<file path="src/rtl/core/tree_path_kth_node_unit_macros.svh">
// Assertion macros shared by the tree path k-th node unit.
// Each macro expects signals named clk and rst in the scope where it is used.
`ifndef TREE_PATH_KTH_NODE_UNIT_MACROS_SVH
`define TREE_PATH_KTH_NODE_UNIT_MACROS_SVH

`ifndef NO_ASSERTIONS
// Same-cycle implication, checked at every rising clock edge outside reset.
`define TPK_ASSERT_IMPL(lbl, ante, cons, msg) \
  lbl: assert property (@(posedge clk) disable iff (rst) (ante) |-> (cons)) else $error(msg);
// Next-cycle implication, checked at every rising clock edge outside reset.
`define TPK_ASSERT_NEXT(lbl, ante, cons, msg) \
  lbl: assert property (@(posedge clk) disable iff (rst) (ante) |=> (cons)) else $error(msg);
`else
`define TPK_ASSERT_IMPL(lbl, ante, cons, msg)
`define TPK_ASSERT_NEXT(lbl, ante, cons, msg)
`endif

`endif

</file>
<file path="src/rtl/core/tpk_pkg.sv">
// Shared types, constants and helper functions of the tree path k-th node unit.
// Depends on nothing; tpk_if, tpk_datapath, tpk_ctrl and the top module import it.
package tpk_pkg;

  // Tree size and table shape.
  localparam int NODES   = 1024;
  localparam int LEVELS  = 10;
  localparam int NODE_W  = 10;
  localparam int DEP_W   = 10;
  localparam int STEP_W  = 11;
  localparam int LVL_W   = $clog2(LEVELS + 1);
  localparam int DPAD_W  = 2 ** LVL_W;
  localparam int ANC_DEPTH = LEVELS * NODES;
  localparam int ANC_AW  = $clog2(ANC_DEPTH);
  localparam int DEP_AW  = $clog2(NODES);
  localparam int CMP_W   = LEVELS + DEP_W + 1;

  // Operation codes of an input transaction.
  localparam logic OP_LOAD  = 1'b0;
  localparam logic OP_QUERY = 1'b1;

  // Micro-operations that the controller issues to the datapath.
  typedef enum logic [4:0] {
    DP_NONE,
    DP_CAPTURE,
    DP_LD_DREAD,
    DP_LD_DWRITE,
    DP_LD_AREAD,
    DP_LD_AWRITE,
    DP_Q_DA,
    DP_Q_DB,
    DP_Q_DB2,
    DP_Q_SWAP,
    DP_LIFT_CHK,
    DP_LIFT_A,
    DP_LIFT_D,
    DP_LVL_DEC,
    DP_M_INIT,
    DP_M2_A,
    DP_M2_B,
    DP_M2_UPD,
    DP_M2_P,
    DP_M2_T,
    DP_TOP_D,
    DP_TOP_E,
    DP_EVAL,
    DP_CL_CHK,
    DP_CL_A,
    DP_CL_N,
    DP_CL_END,
    DP_OUT
  } dp_op_t;

  // Controller states.
  typedef enum logic [4:0] {
    ST_IDLE,
    ST_DISPATCH,
    ST_LD_DR,
    ST_LD_DW,
    ST_LD_CHK,
    ST_LD_AW,
    ST_Q_DA,
    ST_Q_DB,
    ST_Q_DB2,
    ST_Q_SWAP,
    ST_LIFT_CHK,
    ST_LIFT_A,
    ST_LIFT_D,
    ST_LIFT_N,
    ST_M_INIT,
    ST_M2_A,
    ST_M2_B,
    ST_M2_UPD,
    ST_M2_P,
    ST_M2_T,
    ST_TOP_D,
    ST_TOP_E,
    ST_EVAL,
    ST_CL_CHK,
    ST_CL_A,
    ST_CL_N,
    ST_CL_END,
    ST_FIN
  } tpk_state_t;

  // Command from controller to datapath.
  typedef struct packed {
    dp_op_t op;
  } tpk_cmd_t;

  // Status from datapath to controller.
  typedef struct packed {
    logic is_load;
    logic lvl_end;
    logic lvl_zero;
    logic lvl_last;
    logic lift_take;
    logic a_eq_b;
    logic need_climb;
    logic bit_set;
    logic out_free;
    logic out_valid;
  } tpk_status_t;

  // Flat address of ancestor row "row" for node "n".
  function automatic logic [ANC_AW-1:0] anc_addr(input logic [LVL_W-1:0] row,
                                                 input logic [NODE_W-1:0] n);
    anc_addr = ANC_AW'(ANC_AW'(row) * ANC_AW'(NODES) + ANC_AW'(n));
  endfunction

endpackage

</file>
<file path="src/rtl/core/tpk_ctrl.sv">
// Controller of the tree path k-th node unit: sequences loads and queries.
// Depends on tpk_pkg and the assertion macro header.
`include "tree_path_kth_node_unit_macros.svh"

module tpk_ctrl import tpk_pkg::*; (
  input  logic        clk,
  input  logic        rst,
  input  logic        in_valid,
  output logic        in_ready,
  output tpk_cmd_t    cmd,
  input  tpk_status_t status
);

  tpk_state_t state, state_next;

  // State register.
  always_ff @(posedge clk) begin
    if (rst) begin
      state <= ST_IDLE;
    end else begin
      state <= state_next;
    end
  end

  // Next state and datapath command.
  always_comb begin
    state_next = state;
    cmd.op     = DP_NONE;
    in_ready   = 1'b0;
    case (state)
      ST_IDLE: begin
        in_ready = 1'b1;
        if (in_valid) begin
          cmd.op     = DP_CAPTURE;
          state_next = ST_DISPATCH;
        end
      end
      ST_DISPATCH: state_next = status.is_load ? ST_LD_DR : ST_Q_DA;
      ST_LD_DR: begin
        cmd.op     = DP_LD_DREAD;
        state_next = ST_LD_DW;
      end
      ST_LD_DW: begin
        cmd.op     = DP_LD_DWRITE;
        state_next = ST_LD_CHK;
      end
      ST_LD_CHK: begin
        if (status.lvl_end) begin
          state_next = ST_FIN;
        end else begin
          cmd.op     = DP_LD_AREAD;
          state_next = ST_LD_AW;
        end
      end
      ST_LD_AW: begin
        cmd.op     = DP_LD_AWRITE;
        state_next = ST_LD_CHK;
      end
      ST_Q_DA: begin
        cmd.op     = DP_Q_DA;
        state_next = ST_Q_DB;
      end
      ST_Q_DB: begin
        cmd.op     = DP_Q_DB;
        state_next = ST_Q_DB2;
      end
      ST_Q_DB2: begin
        cmd.op     = DP_Q_DB2;
        state_next = ST_Q_SWAP;
      end
      ST_Q_SWAP: begin
        cmd.op     = DP_Q_SWAP;
        state_next = ST_LIFT_CHK;
      end
      ST_LIFT_CHK: begin
        cmd.op     = DP_LIFT_CHK;
        state_next = status.lift_take ? ST_LIFT_A : ST_LIFT_N;
      end
      ST_LIFT_A: begin
        cmd.op     = DP_LIFT_A;
        state_next = ST_LIFT_D;
      end
      ST_LIFT_D: begin
        cmd.op     = DP_LIFT_D;
        state_next = ST_LIFT_N;
      end
      ST_LIFT_N: begin
        cmd.op     = DP_LVL_DEC;
        state_next = status.lvl_zero ? ST_M_INIT : ST_LIFT_CHK;
      end
      ST_M_INIT: begin
        cmd.op     = DP_M_INIT;
        state_next = status.a_eq_b ? ST_TOP_D : ST_M2_A;
      end
      ST_M2_A: begin
        cmd.op     = DP_M2_A;
        state_next = ST_M2_B;
      end
      ST_M2_B: begin
        cmd.op     = DP_M2_B;
        state_next = ST_M2_UPD;
      end
      ST_M2_UPD: begin
        cmd.op     = DP_M2_UPD;
        state_next = status.lvl_zero ? ST_M2_P : ST_M2_A;
      end
      ST_M2_P: begin
        cmd.op     = DP_M2_P;
        state_next = ST_M2_T;
      end
      ST_M2_T: begin
        cmd.op     = DP_M2_T;
        state_next = ST_TOP_D;
      end
      ST_TOP_D: begin
        cmd.op     = DP_TOP_D;
        state_next = ST_TOP_E;
      end
      ST_TOP_E: begin
        cmd.op     = DP_TOP_E;
        state_next = ST_EVAL;
      end
      ST_EVAL: begin
        cmd.op     = DP_EVAL;
        state_next = status.need_climb ? ST_CL_CHK : ST_FIN;
      end
      ST_CL_CHK: begin
        cmd.op     = DP_CL_CHK;
        state_next = status.bit_set ? ST_CL_A : ST_CL_N;
      end
      ST_CL_A: begin
        cmd.op     = DP_CL_A;
        state_next = status.lvl_last ? ST_CL_END : ST_CL_CHK;
      end
      ST_CL_N: begin
        cmd.op     = DP_CL_N;
        state_next = status.lvl_last ? ST_CL_END : ST_CL_CHK;
      end
      ST_CL_END: begin
        cmd.op     = DP_CL_END;
        state_next = ST_FIN;
      end
      ST_FIN: begin
        if (status.out_free) begin
          cmd.op     = DP_OUT;
          state_next = ST_IDLE;
        end
      end
      default: state_next = ST_IDLE;
    endcase
  end

  // A result handed to a free output register shows up as valid next cycle.
  `TPK_ASSERT_NEXT(a_fin_delivers, state == ST_FIN && status.out_free, status.out_valid,
                   "finished result not presented")
  // A result never waits in FIN while the output register can take it.
  `TPK_ASSERT_NEXT(a_fin_leaves, state == ST_FIN && status.out_free, state == ST_IDLE,
                   "controller stuck after result")

endmodule

</file>
<file path="config.mk">
export PLATFORM = sky130hd
export DESIGN_NAME = tpk_ctrl
export DESIGN_NICKNAME = d
export VERILOG_FILES = /design/src/rtl/core/tpk_pkg.sv /design/src/rtl/core/tpk_ctrl.sv
export VERILOG_INCLUDE_DIRS = /design/src /design/src/rtl/core
export SDC_FILE = /design/constraint.sdc
export NUM_CORES = 1
export LEC_CHECK = 0
export BUFFER_PORTS_ARGS = -buffer_cell sky130_fd_sc_hd__buf_4
export CAP_MARGIN = 5
export CORE_MARGIN = 2
export CORE_UTILIZATION = 55
export DETAILED_ROUTE_END_ITERATION = 7
export PLACE_DENSITY = 0.87
export SYNTH_ARGS = -nofsm -noshare
export SYNTH_HDL_FRONTEND = slang
export SYNTH_SLANG_ARGS = --single-unit
</file>
<file path="constraint.sdc">
create_clock -name clk -period 4.35 [get_ports clk]
set_clock_uncertainty 0.15 [all_clocks]
set_input_delay 0.87 -clock clk [delete_from_list [all_inputs] [get_ports clk]]
set_output_delay 0.87 -clock clk [all_outputs]
set_load 0.05 [all_outputs]
</file>
==> run_results.csv <==
group,metric,value,unit
outcome,status,"finished clean",
finish,area_growth_syn_to_layout,16.1,%
sta,clock.fmax,345,MHz
finish,antenna_cells,0,
yosys,synth_compound_area_share,42.0,%
setup_path,cp-end-kind,"output port",
placement,port_buffers,17,
grt,grt_pass1_vias,666,
yosys,synth_area,724,um2
floorplanning,io-pin-count,19,
sta,min_period_over_period,66.7,%
yosys,ys_async_sr_fraction,0,%
finish,seq_area,100,um2
grt,grt_pass1_wl,2930,um
floorplanning,fp.dieW,40.3,um
grt,track_usage,26.8,%
finish,final_cells,134,
sta,rsz0062_at_grt,"false",
placement,pre_cts_ws,1450,ps
setup_path,path_max_fanout,27,
floorplanning,die_h,40.3,um
sta,slew_violations,0,
setup_path,crit_chain,"or3_1 -> nor3_1 -> o2bb2ai_1 -> buf_4",
yosys,synth_xor_area_share,1.21,%
yosys,yosysSeqAreaShare,13.8,%
worst_hold_path,hold_path.class,"reg -> reg",
grt,antenna_found_initial,0,
floorplanning,fp-row-count,13,
yosys,synth.top_cell.area_share,13.8,%
yosys,synth_edf_count,0,
placement,gp_congestion,0.830,
route,firstDrtPassIters,4,
finish,largest_register_ffs,5,
route,postRouteAntennaNets,0,
finish,fin_nets,133,
floorplanning,core,0.00127,mm2
floorplanning,die-area,0.00162,mm2
job,drv_cap,0,
setup_path,crit_type,"reg -> out",
route,drtIter0Drc,45,
clocking,cts-htree-levels,1,
grt,gr-total-overflow,0,
finish,multi_input_area,549,um2
clocking,clk_pin_slew,40,ps
placement,dp.cells,130,
yosys,synth.area.mux_share,0,%
floorplanning,initial_core_util,57.1,%
setup_path,crit_path_start_kind,"flop",
power,peakVddDrop,0.000384,V
clocking,clk-insertion-delay-late,240,ps
yosys,synth-seq-cells,5,
sta,slew_headroom,46.0,%
setup_path,crit_arrival,1880,ps
clocking,postCtsSetupBuffers,0,
sta,worstMarginPinSlew,808,ps
sta,min_period,2900,ps
yosys,ys_warn_count,0,
clocking,clk_path_buf_depth,2,
route,wire_per_inst,14.8,um
setup_path,required,3330,ps
sta,timing.final.ws_setup,1450,ps
yosys,syn_nets,122,
route,vias,885,
sta,hold_slack,636,ps
finish,drive_gt1_share,21.0,%
setup_path,max_stage_delay,560,ps
finish,reg_top3,"state x5",
placement,dp.final_hpwl,1340,um
grt,grt_max_degree,28,
power,power.static_leakage,0.000314,uW
yosys,yosys.area_share.simple,32.6,%
yosys,synth-main-ff-cell,"dfxtp_1",
route,finalWirelength,1980,um
sta,setup_viol,0,
clocking,hold_buffers,0,
yosys,synth_adder_area_share,0,%
setup_path,cp_slowest_cell,"dfxtp_1",
clocking,cts-resized-gates,0,
clocking,root_buffer,"clkbuf_4",
route,routed_via_density,6.60,
yosys,synth_top_cell_by_area,"dfxtp_1",
yosys,synth_cell_type_count,41,
worst_hold_path,min_path_cells,2,
finish,regMostFlops,"state",
power,powerDensity,741,mW/mm2
yosys,syn_inst,109,
power,power.total,623,uW
yosys,avgSynthCellArea,6.65,um2
sta,tns,0,ps
yosys,synth_top_family_by_area,"compound AO/OA/AOI/OAI gates",
yosys,netlist_top_cells_area,"dfxtp_1, a21oi_1, o21ai_0",
sta,final-hold-violation-count,0,
clocking,cts_tree,"yes",
clocking,cts_buffers,3,
setup_path,rr_worst_depth,4,
route,drc,0,
clocking,clock_sinks,5,
finish,fillers,120,
## where the power goes
group | internal, uW | switching, uW | leakage [uW]
Sequential | 64.5 | 101 | 0.0000414
Combinational | 172 | 231 | 0.000258
Clock | 34.7 | 19.3 | 0.0000150
Total | 272 | 352 | 0.000314
## per-stage QoR
step | instance area (um2) | utilization (%)
after detailed placement | 815 | 64.2
after global routing | 841 | 66.3
after global placement | 815 | 64.2
final | 841 | 66.3
after CTS | 841 | 66.3
after floorplan | 724 | -
## synthesized netlist by cell type (3+ instances only)
| cell | number |
|---|---|
| clkbuf_1 | 4 |
| nand2b_1 | 5 |
| nand2_1 | 8 |
| nor2b_1 | 4 |
| a21oi_1 | 9 |
| inv_1 | 5 |
| nor2_1 | 9 |
| a31oi_1 | 3 |
| nand3_1 | 6 |
| o21ai_0 | 9 |
| buf_2 | 6 |
| dfxtp_1 | 5 |
## metal layers
metal	wire length (um)	up-vias	part of all wire (%)	GRT usage [%]
met5	0	-	0	0
met4	0	0	0	5.00
met3	206	0	10	10.6
met2	951	51	48	40.3
met1	823	406	42	36.1
li1	-	428	-	-
## cell type report
type	instances	area share (%)
Clock buffer	4	3.13
Inverter	5	2.23
Multi-Input combinational cell	88	65.3
Sequential cell	5	11.9
Tap cell	15	2.23
Timing Repair Buffer	17	15.2
## worst paths after layout
kind	from	to	slack, ps
max	state[1]$_SDFFE_PP0P_	cmd[0]	1450
min	state[0]$_SDFFE_PP0P_	state[3]$_SDFFE_PP0P_	640
max reg2reg	state[4]$_SDFFE_PP0P_	state[0]$_SDFFE_PP0P_	2190
min reg2reg	state[0]$_SDFFE_PP0P_	state[3]$_SDFFE_PP0P_	640
## logic make-up after synthesis
family / Yosys count
flops: 5
buf+inv: 16
compound gates: 44
simple gates: 43
xor+xnor: 1
## cells in the final DEF (no fill, tap or decap), drive strengths merged, types with 2 or more instances in the layout
master,Yosys,routed
o2bb2ai,2,2
nand3,6,6
a21oi,9,9
nand2b,5,5
inv,5,5
buf,7,17
a21boi,2,2
o21a,2,2
nor2b,4,4
nor3,2,2
dfxtp,5,5
o21ai,9,9
a41oi,2,2
a31oi,3,3
or3b,2,2
clkbuf,4,4
nor2,9,9
nand2,8,8
o31ai,2,2
## critical path: cells and delay by family (launching register included)
| kind | cells | cell delay [ps] |
|---|---|---|
| buffers and inverters | 1 | 210 |
| AND/OR/NAND/NOR | 2 | 710 |
| flip-flops | 1 | 560 |
| AO/OA/AOI/OAI | 1 | 140 |
Note: power is estimated with default switching activity, not from simulation.
